**config.mk**
```make
export PLATFORM = sky130hd
export DESIGN_NAME = ansi_filtered_line_editor_core
export DESIGN_NICKNAME = d
export VERILOG_FILES = /design/src/rtl/afle_pkg.sv /design/src/rtl/afle_front.sv /design/src/rtl/afle_queue.sv /design/src/rtl/afle_back.sv /design/src/rtl/ansi_filtered_line_editor_core.sv
export SDC_FILE = /design/constraint.sdc
export NUM_CORES = 1
export LEC_CHECK = 0
export BUFFER_PORTS_ARGS = -buffer_cell sky130_fd_sc_hd__buf_2
export CAP_MARGIN = 10
export CORE_ASPECT_RATIO = 1.1
export CORE_MARGIN = 4
export CORE_UTILIZATION = 30
export CTS_CLUSTER_DIAMETER = 200
export DETAILED_ROUTE_END_ITERATION = 10
export MAX_ROUTING_LAYER = met4
export PLACE_DENSITY = 0.44
export SLEW_MARGIN = 5
export SYNTH_ARGS = -nofsm -noshare
export SYNTH_HDL_FRONTEND = slang
export SYNTH_HIERARCHICAL = 1
export SYNTH_SLANG_ARGS = --single-unit
```
**constraint.sdc**
```tcl
create_clock -name clk -period 6 [get_ports clk]
set_input_delay 0.3 -clock clk [delete_from_list [all_inputs] [get_ports clk]]
set_output_delay 0.3 -clock clk [all_outputs]
set_load 0.05 [all_outputs]
```
**src/rtl/afle_pkg.sv**
```systemverilog
`timescale 1ns / 1ps
// ----------------------------------------------------------------------------
// afle_pkg: shared types and constants for the ANSI-filtered line editor
// Holds the channel payload structs, the command queue entry, the command
// kind codes and the character constants used by the front and back parts.
// ----------------------------------------------------------------------------
package afle_pkg;

  // Line store geometry
  localparam int LINE_DEPTH = 64;
  localparam int ADDR_W     = (LINE_DEPTH > 1) ? $clog2(LINE_DEPTH) : 1;
  localparam int CNT_W      = $clog2(LINE_DEPTH + 1);
  // Common compare width, wide enough for any depth up to 256
  localparam int CMP_W      = 9;

  // Command queue between front and back
  localparam int QUEUE_DEPTH = 2;
  localparam int QPTR_W      = $clog2(QUEUE_DEPTH);
  localparam int QCNT_W      = $clog2(QUEUE_DEPTH + 1);

  // Operation codes on the input channel
  localparam logic [1:0] OP_RX_BYTE = 2'd0;
  localparam logic [1:0] OP_READ    = 2'd1;
  localparam logic [1:0] OP_CLEAR   = 2'd2;

  // Line events on the result channel
  localparam logic [1:0] EV_NONE  = 2'd0;
  localparam logic [1:0] EV_LINE  = 2'd1;
  localparam logic [1:0] EV_KEY   = 2'd2;

  // Characters
  localparam logic [7:0] CH_ESC     = 8'h1b;
  localparam logic [7:0] CH_BRACKET = 8'h5b;
  localparam logic [7:0] CH_BS      = 8'h08;
  localparam logic [7:0] CH_NL      = 8'h0a;
  localparam logic [7:0] CH_SPACE   = 8'h20;

  // Escape filter: last position before a sequence is abandoned
  localparam logic [2:0] ESC_IDLE  = 3'd0;
  localparam logic [2:0] ESC_OPEN  = 3'd1;
  localparam logic [2:0] ESC_BODY  = 3'd2;
  localparam logic [2:0] ESC_LIMIT = 3'd5;

  // Command kinds passed from front to back
  localparam logic [2:0] CMD_READ  = 3'd0;
  localparam logic [2:0] CMD_CLEAR = 3'd1;
  localparam logic [2:0] CMD_KEY   = 3'd2;
  localparam logic [2:0] CMD_BS    = 3'd3;
  localparam logic [2:0] CMD_NL    = 3'd4;
  localparam logic [2:0] CMD_PLAIN = 3'd5;

  // Backspace echo phases
  localparam logic [1:0] BS_IDLE  = 2'd0;
  localparam logic [1:0] BS_SPACE = 2'd1;
  localparam logic [1:0] BS_FINAL = 2'd2;

  typedef struct packed {
    logic [1:0] operation;
    logic [7:0] rx_byte;
    logic [5:0] read_index;
  } in_item_t;

  typedef struct packed {
    logic       echo_valid;
    logic [7:0] echo_byte;
    logic [1:0] line_event;
    logic [6:0] line_length;
    logic [7:0] read_byte;
    logic       last;
  } out_item_t;

  typedef struct packed {
    logic [2:0] kind;
    logic [7:0] data;
    logic [5:0] index;
  } cmd_t;

  // Queue status seen by the front
  typedef struct packed {
    logic full;
  } q_status_t;

  // Fit a line count into the result's length field
  function automatic logic [6:0] to_len(input logic [CNT_W-1:0] cnt);
    logic [CMP_W-1:0] ext;
    ext = CMP_W'(cnt);
    return ext[6:0];
  endfunction

endpackage

```
**src/rtl/afle_front.sv**
```systemverilog
`timescale 1ns / 1ps
// ----------------------------------------------------------------------------
// afle_front: input acceptance and escape filtering
// Accepts input transfers, runs the ANSI escape filter and turns each item
// into a command for the back part, or drops it.
// ----------------------------------------------------------------------------
module afle_front (
  input  logic                clk,
  input  logic                rst_n,
  input  logic                in_valid,
  output logic                in_stall,
  input  afle_pkg::in_item_t  in_data,
  input  logic                cfg_wr_en,
  input  logic                cfg_wr_data,
  input  afle_pkg::q_status_t q_status,
  output logic                push,
  output afle_pkg::cmd_t      push_cmd
);

  logic       wait_key_r;
  logic [2:0] esc_pos_r;
  logic [2:0] esc_pos_nxt;
  logic       accept;
  logic       pass;
  logic       is_letter;
  logic       is_rx;

  assign in_stall = q_status.full;
  assign accept   = in_valid && !in_stall;
  assign is_rx    = (in_data.operation == afle_pkg::OP_RX_BYTE);

  assign is_letter = ((in_data.rx_byte >= 8'h41) && (in_data.rx_byte <= 8'h5a)) ||
                     ((in_data.rx_byte >= 8'h61) && (in_data.rx_byte <= 8'h7a));

  // Advance the escape filter for one received byte
  always_comb begin
    esc_pos_nxt = esc_pos_r;
    pass        = 1'b0;
    if (esc_pos_r == afle_pkg::ESC_IDLE) begin
      if (in_data.rx_byte == afle_pkg::CH_ESC) begin
        esc_pos_nxt = afle_pkg::ESC_OPEN;
      end else begin
        pass = 1'b1;
      end
    end else if (esc_pos_r == afle_pkg::ESC_OPEN) begin
      if (in_data.rx_byte == afle_pkg::CH_BRACKET) begin
        esc_pos_nxt = afle_pkg::ESC_BODY;
      end else begin
        esc_pos_nxt = afle_pkg::ESC_IDLE;
        pass        = 1'b1;
      end
    end else if (is_letter) begin
      esc_pos_nxt = afle_pkg::ESC_IDLE;
    end else if (esc_pos_r > afle_pkg::ESC_LIMIT) begin
      esc_pos_nxt = afle_pkg::ESC_IDLE;
    end else begin
      esc_pos_nxt = esc_pos_r + 3'd1;
    end
  end

  // Classify the item into a command
  always_comb begin
    push          = 1'b0;
    push_cmd.kind = afle_pkg::CMD_PLAIN;
    push_cmd.data = in_data.rx_byte;
    push_cmd.index = in_data.read_index;
    unique case (in_data.operation)
      afle_pkg::OP_RX_BYTE: begin
        if (wait_key_r) begin
          push          = accept;
          push_cmd.kind = afle_pkg::CMD_KEY;
        end else if (pass) begin
          push = accept;
          if (in_data.rx_byte == afle_pkg::CH_BS) begin
            push_cmd.kind = afle_pkg::CMD_BS;
          end else if (in_data.rx_byte == afle_pkg::CH_NL) begin
            push_cmd.kind = afle_pkg::CMD_NL;
          end else begin
            push_cmd.kind = afle_pkg::CMD_PLAIN;
          end
        end
      end
      afle_pkg::OP_READ: begin
        push          = accept;
        push_cmd.kind = afle_pkg::CMD_READ;
      end
      afle_pkg::OP_CLEAR: begin
        push          = accept;
        push_cmd.kind = afle_pkg::CMD_CLEAR;
      end
      default: begin
        push = 1'b0;
      end
    endcase
  end

  // Hold mode register and filter position
  always_ff @(posedge clk) begin
    if (!rst_n) begin
      wait_key_r <= 1'b0;
      esc_pos_r  <= afle_pkg::ESC_IDLE;
    end else begin
      if (cfg_wr_en) begin
        wait_key_r <= cfg_wr_data;
      end
      if (accept && is_rx) begin
        esc_pos_r <= esc_pos_nxt;
      end
    end
  end

endmodule

```
**src/rtl/afle_queue.sv**
```systemverilog
`timescale 1ns / 1ps
// ----------------------------------------------------------------------------
// afle_queue: command queue between front and back
// Short FIFO that lets the front keep accepting while the back is busy
// echoing or its output is stalled.
// ----------------------------------------------------------------------------
module afle_queue (
  input  logic                clk,
  input  logic                rst_n,
  input  logic                push,
  input  afle_pkg::cmd_t      push_cmd,
  output afle_pkg::q_status_t q_status,
  output logic                q_valid,
  output afle_pkg::cmd_t      q_head,
  input  logic                pop
);

  afle_pkg::cmd_t                    entry_r [afle_pkg::QUEUE_DEPTH];
  logic [afle_pkg::QPTR_W-1:0]       wr_ptr_r;
  logic [afle_pkg::QPTR_W-1:0]       rd_ptr_r;
  logic [afle_pkg::QCNT_W-1:0]       cnt_r;
  logic                              do_push;
  logic                              do_pop;

  assign q_valid       = (cnt_r != '0);
  assign q_status.full = (cnt_r == afle_pkg::QCNT_W'(afle_pkg::QUEUE_DEPTH));
  assign q_head        = entry_r[rd_ptr_r];
  assign do_push       = push && !q_status.full;
  assign do_pop        = pop && q_valid;

  // Store pushed commands
  always_ff @(posedge clk) begin
    if (do_push) begin
      entry_r[wr_ptr_r] <= push_cmd;
    end
  end

  // Advance pointers and occupancy
  always_ff @(posedge clk) begin
    if (!rst_n) begin
      wr_ptr_r <= '0;
      rd_ptr_r <= '0;
      cnt_r    <= '0;
    end else begin
      if (do_push) begin
        wr_ptr_r <= wr_ptr_r + 1'b1;
      end
      if (do_pop) begin
        rd_ptr_r <= rd_ptr_r + 1'b1;
      end
      if (do_push && !do_pop) begin
        cnt_r <= cnt_r + 1'b1;
      end else if (do_pop && !do_push) begin
        cnt_r <= cnt_r - 1'b1;
      end
    end
  end

endmodule

```
**src/rtl/afle_back.sv**
```systemverilog
`timescale 1ns / 1ps
// ----------------------------------------------------------------------------
// afle_back: line store, edit execution and result register
// Pops commands, updates line store and count, drives results through an
// output register; backspace on a non-empty line issues three in a row.
// ----------------------------------------------------------------------------
module afle_back (
  input  logic                clk,
  input  logic                rst_n,
  input  logic                q_valid,
  input  afle_pkg::cmd_t      q_head,
  output logic                pop,
  output logic                out_valid,
  input  logic                out_stall,
  output afle_pkg::out_item_t out_data
);

  logic [7:0]                  mem [afle_pkg::LINE_DEPTH];
  logic [7:0]                  mem_q_r;
  logic [afle_pkg::CNT_W-1:0]  cnt_r;
  logic [afle_pkg::CNT_W-1:0]  cnt_nxt;
  logic [1:0]                  bs_phase_r;
  logic [1:0]                  bs_phase_nxt;
  logic                        out_valid_r;
  logic                        out_valid_nxt;
  logic                        echo_valid_r;
  logic                        echo_valid_nxt;
  logic [7:0]                  echo_byte_r;
  logic [7:0]                  echo_byte_nxt;
  logic [1:0]                  event_r;
  logic [1:0]                  event_nxt;
  logic [6:0]                  len_r;
  logic [6:0]                  len_nxt;
  logic                        rd_sel_r;
  logic                        rd_sel_nxt;
  logic                        last_r;
  logic                        last_nxt;
  logic                        out_free;
  logic                        load;
  logic                        wr_en;
  logic                        rd_en;
  logic                        in_range;
  logic [afle_pkg::CMP_W-1:0]  idx_ext;
  logic [afle_pkg::ADDR_W-1:0] rd_addr;
  logic [afle_pkg::ADDR_W-1:0] wr_addr;
  logic                        not_full;

  assign out_free = !out_valid_r || !out_stall;
  assign pop      = q_valid && (bs_phase_r == afle_pkg::BS_IDLE) && out_free;
  assign idx_ext  = afle_pkg::CMP_W'(q_head.index);
  assign in_range = (idx_ext < afle_pkg::CMP_W'(cnt_r)) &&
                    (idx_ext < afle_pkg::CMP_W'(afle_pkg::LINE_DEPTH));
  assign rd_addr  = idx_ext[afle_pkg::ADDR_W-1:0];
  assign wr_addr  = afle_pkg::ADDR_W'(cnt_r);
  assign not_full = (afle_pkg::CMP_W'(cnt_r) < afle_pkg::CMP_W'(afle_pkg::LINE_DEPTH));
  assign rd_en    = pop && (q_head.kind == afle_pkg::CMD_READ);

  // Execute the head command or the next backspace echo
  always_comb begin
    cnt_nxt        = cnt_r;
    bs_phase_nxt   = bs_phase_r;
    out_valid_nxt  = out_valid_r && out_stall;
    echo_valid_nxt = echo_valid_r;
    echo_byte_nxt  = echo_byte_r;
    event_nxt      = event_r;
    rd_sel_nxt     = rd_sel_r;
    last_nxt       = last_r;
    load           = 1'b0;
    wr_en          = 1'b0;
    if ((bs_phase_r != afle_pkg::BS_IDLE) && out_free) begin
      load           = 1'b1;
      echo_valid_nxt = 1'b1;
      echo_byte_nxt  = (bs_phase_r == afle_pkg::BS_SPACE) ? afle_pkg::CH_SPACE
                                                          : afle_pkg::CH_BS;
      event_nxt      = afle_pkg::EV_NONE;
      rd_sel_nxt     = 1'b0;
      last_nxt       = (bs_phase_r == afle_pkg::BS_FINAL);
      bs_phase_nxt   = (bs_phase_r == afle_pkg::BS_SPACE) ? afle_pkg::BS_FINAL
                                                          : afle_pkg::BS_IDLE;
    end else if (pop) begin
      echo_valid_nxt = 1'b0;
      echo_byte_nxt  = 8'h00;
      event_nxt      = afle_pkg::EV_NONE;
      rd_sel_nxt     = 1'b0;
      last_nxt       = 1'b1;
      unique case (q_head.kind)
        afle_pkg::CMD_READ: begin
          load       = 1'b1;
          rd_sel_nxt = in_range;
        end
        afle_pkg::CMD_CLEAR: begin
          load    = 1'b1;
          cnt_nxt = '0;
        end
        afle_pkg::CMD_KEY: begin
          load      = 1'b1;
          event_nxt = afle_pkg::EV_KEY;
        end
        afle_pkg::CMD_BS: begin
          if (cnt_r != '0) begin
            load           = 1'b1;
            cnt_nxt        = cnt_r - 1'b1;
            echo_valid_nxt = 1'b1;
            echo_byte_nxt  = afle_pkg::CH_BS;
            last_nxt       = 1'b0;
            bs_phase_nxt   = afle_pkg::BS_SPACE;
          end
        end
        afle_pkg::CMD_NL: begin
          load           = 1'b1;
          echo_valid_nxt = 1'b1;
          echo_byte_nxt  = afle_pkg::CH_NL;
          event_nxt      = afle_pkg::EV_LINE;
        end
        afle_pkg::CMD_PLAIN: begin
          if (not_full) begin
            load           = 1'b1;
            wr_en          = 1'b1;
            cnt_nxt        = cnt_r + 1'b1;
            echo_valid_nxt = 1'b1;
            echo_byte_nxt  = q_head.data;
          end
        end
        default: begin
          load = 1'b0;
        end
      endcase
    end
    if (load) begin
      out_valid_nxt = 1'b1;
    end
    len_nxt = load ? afle_pkg::to_len(cnt_nxt) : len_r;
  end

  // Line store: write at the line end, registered read for read commands
  always_ff @(posedge clk) begin
    if (wr_en) begin
      mem[wr_addr] <= q_head.data;
    end
    if (rd_en) begin
      mem_q_r <= mem[rd_addr];
    end
  end

  // Result payload registers
  always_ff @(posedge clk) begin
    echo_valid_r <= echo_valid_nxt;
    echo_byte_r  <= echo_byte_nxt;
    event_r      <= event_nxt;
    len_r        <= len_nxt;
    rd_sel_r     <= rd_sel_nxt;
    last_r       <= last_nxt;
  end

  // Control state
  always_ff @(posedge clk) begin
    if (!rst_n) begin
      cnt_r       <= '0;
      bs_phase_r  <= afle_pkg::BS_IDLE;
      out_valid_r <= 1'b0;
    end else begin
      cnt_r       <= cnt_nxt;
      bs_phase_r  <= bs_phase_nxt;
      out_valid_r <= out_valid_nxt;
    end
  end

  assign out_valid            = out_valid_r;
  assign out_data.echo_valid  = echo_valid_r;
  assign out_data.echo_byte   = echo_byte_r;
  assign out_data.line_event  = event_r;
  assign out_data.line_length = len_r;
  assign out_data.read_byte   = rd_sel_r ? mem_q_r : 8'h00;
  assign out_data.last        = last_r;

endmodule

```
**src/rtl/ansi_filtered_line_editor_core.sv**
```systemverilog
`timescale 1ns / 1ps
// ----------------------------------------------------------------------------
// ansi_filtered_line_editor_core: terminal line editor with escape filter
// Outside wait-key mode, drops ANSI escape sequences from received bytes
// and edits the rest into a line store with echo; serves reads and clears.
// ----------------------------------------------------------------------------
//
//  Channel | Ports                         | Direction | Payload
//  --------+-------------------------------+-----------+---------------------
//  input   | in_valid, in_stall, in_data   | in        | afle_pkg::in_item_t
//  result  | out_valid, out_stall, out_data| out       | afle_pkg::out_item_t
//  config  | cfg_wr_en, cfg_wr_data        | in        | wait_key_mode bit
//
//  One input transfer per cycle is taken while the two-entry command queue
//  has room; the first result of an item is registered at the edge at which
//  its command leaves the queue, held back while a backspace echo runs or the
//  result register is stalled. Most items give one result per cycle while
//  out_stall is low; backspace gives three results in turn (BS, space, BS).
//  Filtered bytes and unused operation codes are dropped by the front and
//  never reach the queue; backspace on an empty line and bytes for a full
//  store are popped from the queue with no result.
//  in_stall depends only on queue occupancy, never directly on out_stall.
//  Reset is synchronous and active low; the line store needs no clearing
//  pass, so items are taken as soon as reset is released.
// ----------------------------------------------------------------------------
module ansi_filtered_line_editor_core (
  input  logic                clk,
  input  logic                rst_n,
  input  logic                in_valid,
  output logic                in_stall,
  input  afle_pkg::in_item_t  in_data,
  output logic                out_valid,
  input  logic                out_stall,
  output afle_pkg::out_item_t out_data,
  input  logic                cfg_wr_en,
  input  logic                cfg_wr_data
);

  afle_pkg::q_status_t q_status;
  afle_pkg::cmd_t      push_cmd;
  afle_pkg::cmd_t      q_head;
  logic                push;
  logic                q_valid;
  logic                pop;

  afle_front u_front (
    .clk        (clk),
    .rst_n      (rst_n),
    .in_valid   (in_valid),
    .in_stall   (in_stall),
    .in_data    (in_data),
    .cfg_wr_en  (cfg_wr_en),
    .cfg_wr_data(cfg_wr_data),
    .q_status   (q_status),
    .push       (push),
    .push_cmd   (push_cmd)
  );

  afle_queue u_queue (
    .clk      (clk),
    .rst_n    (rst_n),
    .push     (push),
    .push_cmd (push_cmd),
    .q_status (q_status),
    .q_valid  (q_valid),
    .q_head   (q_head),
    .pop      (pop)
  );

  afle_back u_back (
    .clk      (clk),
    .rst_n    (rst_n),
    .q_valid  (q_valid),
    .q_head   (q_head),
    .pop      (pop),
    .out_valid(out_valid),
    .out_stall(out_stall),
    .out_data (out_data)
  );

endmodule

```
==> qor.txt <==
status -> finished, final reports clean
maximum number of pins on one net before global-route repair -> 92
cell taking the most area after synthesis -> sky130_fd_sc_hd__edfxtp_1
clock slew at reported path FFs -> 0.06 ns
effective utilization at floorplan -> 0.3031
total nets after synthesis -> 1318
top cells by area in the synthesized netlist -> sky130_fd_sc_hd__edfxtp_1 72%, sky130_fd_sc_hd__mux4_2 11%, sky130_fd_sc_hd__dfxtp_1 1.9%
Setup TNS Final -> 0 ns
portion of synthesized cell area occupied by the leading cell type -> 0.7157
Yosys warning total -> 6
number of hold violations in the final report -> 0
asr flop ratio synth -> 0
unrepaired setup endpoints after global routing -> no
clk sinks -> 593
final count of pins violating max slew -> 0
unique cell type count in the Yosys netlist -> 71
critical path type -> reg -> reg
setup skew after layout -> 0.02328 ns
vias after detailed routing -> 12248
area of the placeable core -> 78920 µm²
share of final-layout standard cells stronger than drive strength 1 -> 0.2301
sequential fraction of the synthesis area -> 0.7349
P&R area growth vs syn -> 13.80%
Max Fanout on Critical Path -> 16
number of iterations in the first detailed-routing pass -> 5
largest buffer count on any clock path -> 3
post-synthesis instance total -> 1282
H-Tree Level Count -> 2
endpoint type of the worst setup path -> flip-flop
share of the clock period used by the worst path -> 0.6448
Worst path most repeated cell -> sky130_fd_sc_hd__nor2_1
synthesized cell area -> 23920 µm²
Data required, critical path -> 6.25 ns
pre-CTS setup slack -> 2.072 ns
GPL Wtd Cong -> 0.8071
chain of cells forming the critical path -> buf_4 > mux2_2 > nand3b_2 > nor2_1 > inv_1 > nor3_2 > nand3_1 > nor2_1
final period demand of the worst path -> 3.869 ns
average detailed-routed wire length per instance -> 25.33 µm
routed via count divided by cell count -> 4.987
clock tree from TritonCTS -> done
hold-critical path depth -> 2
data arrival time of the critical path -> 4.12 ns
antenna viol nets, final -> 0
average instance area after synthesis -> 18.66 µm²
worst hold path type -> in -> reg
final worst setup slack -> 2.131 ns
count of port buffers added during placement -> 50
later-pin clock latency in the skew report -> 0.62 ns
global-route usage over all layers -> 0.1500
pwr/cell area -> 416.3 nW/µm²
First DRT Iteration DRCs -> 1014
Setup Viol. Count Final -> 0
total I/O pin count -> 51
leakage -> 8.547 nW
Max Cap Viol -> 0
top achievable clock speed -> 0.2585 GHz
flip-flop cell with the highest count after synthesis -> sky130_fd_sc_hd__edfxtp_1
final-stage net count -> 1395
Worst setup SP type -> flip-flop
initial antenna violation count -> 2
Die H -> 304.1 µm
worst reg2reg path depth -> 8
placement row count -> 108
x dimension of the die -> 277.2 µm
TritonCTS Buffers -> 59
routed wire length -> 62210 µm
Remaining DRCs -> 0
worst slew pin tran -> 1.098 ns
cell chosen for the clock root -> sky130_fd_sc_hd__clkbuf_16
Post-synth EDFFs -> 570
largest stage delay on the critical path -> 0.68 ns
buffer count from post-CTS setup fixing -> 0
global-route wire length before repair -> 90780 µm
total die area -> 84310 µm²
number of global-route vias before repair -> 13037
global route total overflow -> 0
peak ir drop on the vdd network -> 0.0003068 V
library cell contributing the largest single delay on the critical path -> sky130_fd_sc_hd__nor2_1
post-synthesis register bit count -> 593
worst slew margin relative to its limit -> 0.2658
hpwl dp -> 38970 µm
## critical path, delay by kind of cell (launching register included)
kind	cells	cell delay (ns)
and+or+nand+nor	5	2.43
buffers and inverters	2	0.42
DFF	1	0.33
muxes	1	0.32
## cell families after synthesis
kind of cell	count (synthesis)	synth area share
DFF	593	0.7349
muxes	178	0.1379
buffers and inverters	93	0.02265
and+or+nand+nor	245	0.05174
adders and majority gates	14	0.007324
AOI/OAI and AO/OA	156	0.04436
xor gates and xnor gates	3	0.001099
## area by class of cell
type | count | area [µm²]
fill | 7557 | 51700
sequential | 593 | 17580
multi-input combinational | 596 | 5838
clock buffer | 71 | 1543
tap | 1045 | 1308
timing repair buffer | 88 | 575.6
clock inverter | 39 | 289.0
inverter | 21 | 78.83
antenna | 3 | 7.507
## synth_stat cells, types with 3 or more instances
master	instances
sky130_fd_sc_hd__buf_4	29
sky130_fd_sc_hd__and2_1	19
sky130_fd_sc_hd__and3_1	8
sky130_fd_sc_hd__o22ai_1	30
sky130_fd_sc_hd__mux2_2	31
sky130_fd_sc_hd__nor3_2	4
sky130_fd_sc_hd__clkbuf_1	19
sky130_fd_sc_hd__mux2i_1	28
sky130_fd_sc_hd__o221ai_1	10
sky130_fd_sc_hd__dfxtp_1	23
sky130_fd_sc_hd__o21ai_1	23
sky130_fd_sc_hd__nor2_1	102
sky130_fd_sc_hd__nor2b_1	5
sky130_fd_sc_hd__buf_6	7
sky130_fd_sc_hd__a211oi_1	9
sky130_fd_sc_hd__edfxtp_1	570
sky130_fd_sc_hd__a21o_1	5
sky130_fd_sc_hd__or2_2	5
sky130_fd_sc_hd__o21ai_0	11
sky130_fd_sc_hd__ha_1	14
sky130_fd_sc_hd__a31oi_1	13
sky130_fd_sc_hd__o31ai_1	4
sky130_fd_sc_hd__a22o_1	6
sky130_fd_sc_hd__nand2b_1	11
sky130_fd_sc_hd__nor3_1	24
sky130_fd_sc_hd__buf_2	16
sky130_fd_sc_hd__or3_1	4
sky130_fd_sc_hd__nand2_1	27
sky130_fd_sc_hd__inv_1	20
sky130_fd_sc_hd__a21oi_1	22
sky130_fd_sc_hd__nand3_1	13
sky130_fd_sc_hd__mux4_2	118
sky130_fd_sc_hd__or4_1	3
## state kept, by name, indices dropped and copies added (netlist names), named ones only
name,count
u_back/rd_sel_r,1
u_back/echo_valid_r,1
u_back/len_r,7
u_queue/rd_ptr_r,1
u_back/event_r,2
u_queue/entry_r,34
u_front/esc_pos_r,3
u_back/mem_q_r,8
u_back/mem,512
u_back/cnt_r,7
u_back/bs_phase_r,2
u_front/wait_key_r,1
u_queue/cnt_r,2
u_back/last_r,1
u_queue/wr_ptr_r,1
u_back/echo_byte_r,8
u_back/out_valid,1
## cells in the final DEF (no fill, tap or decap), types with 5 or more instances in the layout
master | Yosys | layout
sky130_fd_sc_hd__mux2i_1 | 28 | 28
sky130_fd_sc_hd__or2_2 | 5 | 5
sky130_fd_sc_hd__and2_1 | 19 | 19
sky130_fd_sc_hd__o221ai_1 | 10 | 10
sky130_fd_sc_hd__o21ai_0 | 11 | 11
sky130_fd_sc_hd__mux4_2 | 118 | 118
sky130_fd_sc_hd__nor3_1 | 24 | 24
sky130_fd_sc_hd__clkinv_2 | 0 | 13
sky130_fd_sc_hd__dlygate4sd3_1 | 0 | 16
sky130_fd_sc_hd__a31oi_1 | 13 | 13
sky130_fd_sc_hd__nand3_1 | 13 | 13
sky130_fd_sc_hd__inv_1 | 20 | 20
sky130_fd_sc_hd__a211oi_1 | 9 | 9
sky130_fd_sc_hd__a21oi_1 | 22 | 22
sky130_fd_sc_hd__buf_4 | 29 | 22
sky130_fd_sc_hd__nand2_1 | 27 | 27
sky130_fd_sc_hd__a21o_1 | 5 | 5
sky130_fd_sc_hd__clkbuf_16 | 0 | 60
sky130_fd_sc_hd__and3_1 | 8 | 8
sky130_fd_sc_hd__mux2_2 | 31 | 28
sky130_fd_sc_hd__ha_1 | 14 | 14
sky130_fd_sc_hd__buf_2 | 16 | 50
sky130_fd_sc_hd__o21ai_1 | 23 | 23
sky130_fd_sc_hd__dfxtp_1 | 23 | 23
sky130_fd_sc_hd__edfxtp_1 | 570 | 570
sky130_fd_sc_hd__nor2b_1 | 5 | 5
sky130_fd_sc_hd__clkbuf_1 | 19 | 11
sky130_fd_sc_hd__a22o_1 | 6 | 6
sky130_fd_sc_hd__nor2_1 | 102 | 102
sky130_fd_sc_hd__nand2b_1 | 11 | 11
sky130_fd_sc_hd__clkinv_1 | 0 | 19
sky130_fd_sc_hd__o22ai_1 | 30 | 30
## through the flow
stage	instances	area (µm²)	hold slack, ns	utilization	power, W
2_1_floorplan	1282	23920	0.4176	-	0.006989
3_3_place_gp	2327	25220	0.4637	0.3195	0.007954
3_5_place_dp	2327	25220	0.4625	0.3195	0.007946
4_1_cts	2453	27210	0.007826	0.3448	0.01152
5_1_grt	2455	27210	0.02108	0.3448	0.01184
6_report	2456	27220	0.04372	0.3449	0.01133
## power by group
group,switching (W),leakage (nW),total (W),internal [W]
clock network,0.00154,0.901,0.00353,0.00199
logic,0.00186,2.32,0.00274,0.000884
registers,0.0000538,5.32,0.00506,0.00501
total,0.00345,8.55,0.0113,0.00788
## worst paths after layout
path	start	end	slack [ns]
setup / recovery	flip-flop	u_back/mem[61][5]$_DFFE_PP_	2.13
hold / removal	rst_n	u_queue/wr_ptr_r$_SDFFE_PN0P_	0.04
setup reg to reg	flip-flop	u_back/mem[61][5]$_DFFE_PP_	2.13
hold reg to reg	u_back/event_r[1]$_SDFFE_PP0P_	u_back/event_r[1]$_SDFFE_PP0P_	0.48
## routing by layer
metal  vias to the layer above  share of wire  GRT usage
li1                       5343              -          -
met1                      6460           0.43     0.1885
met2                       326           0.49     0.2450
met3                       119          0.038    0.02317
met4                         0          0.044    0.06055
met5                         -              0          -
## repair_timing
action | in CTS | in global routing
endpoints found under the setup margin | 0 | 0
hold buffers | 16 | 0
resized for setup | 0 | 0
endpoints found under the hold margin | 29 | 0
Power figures use the tool's default switching activity.
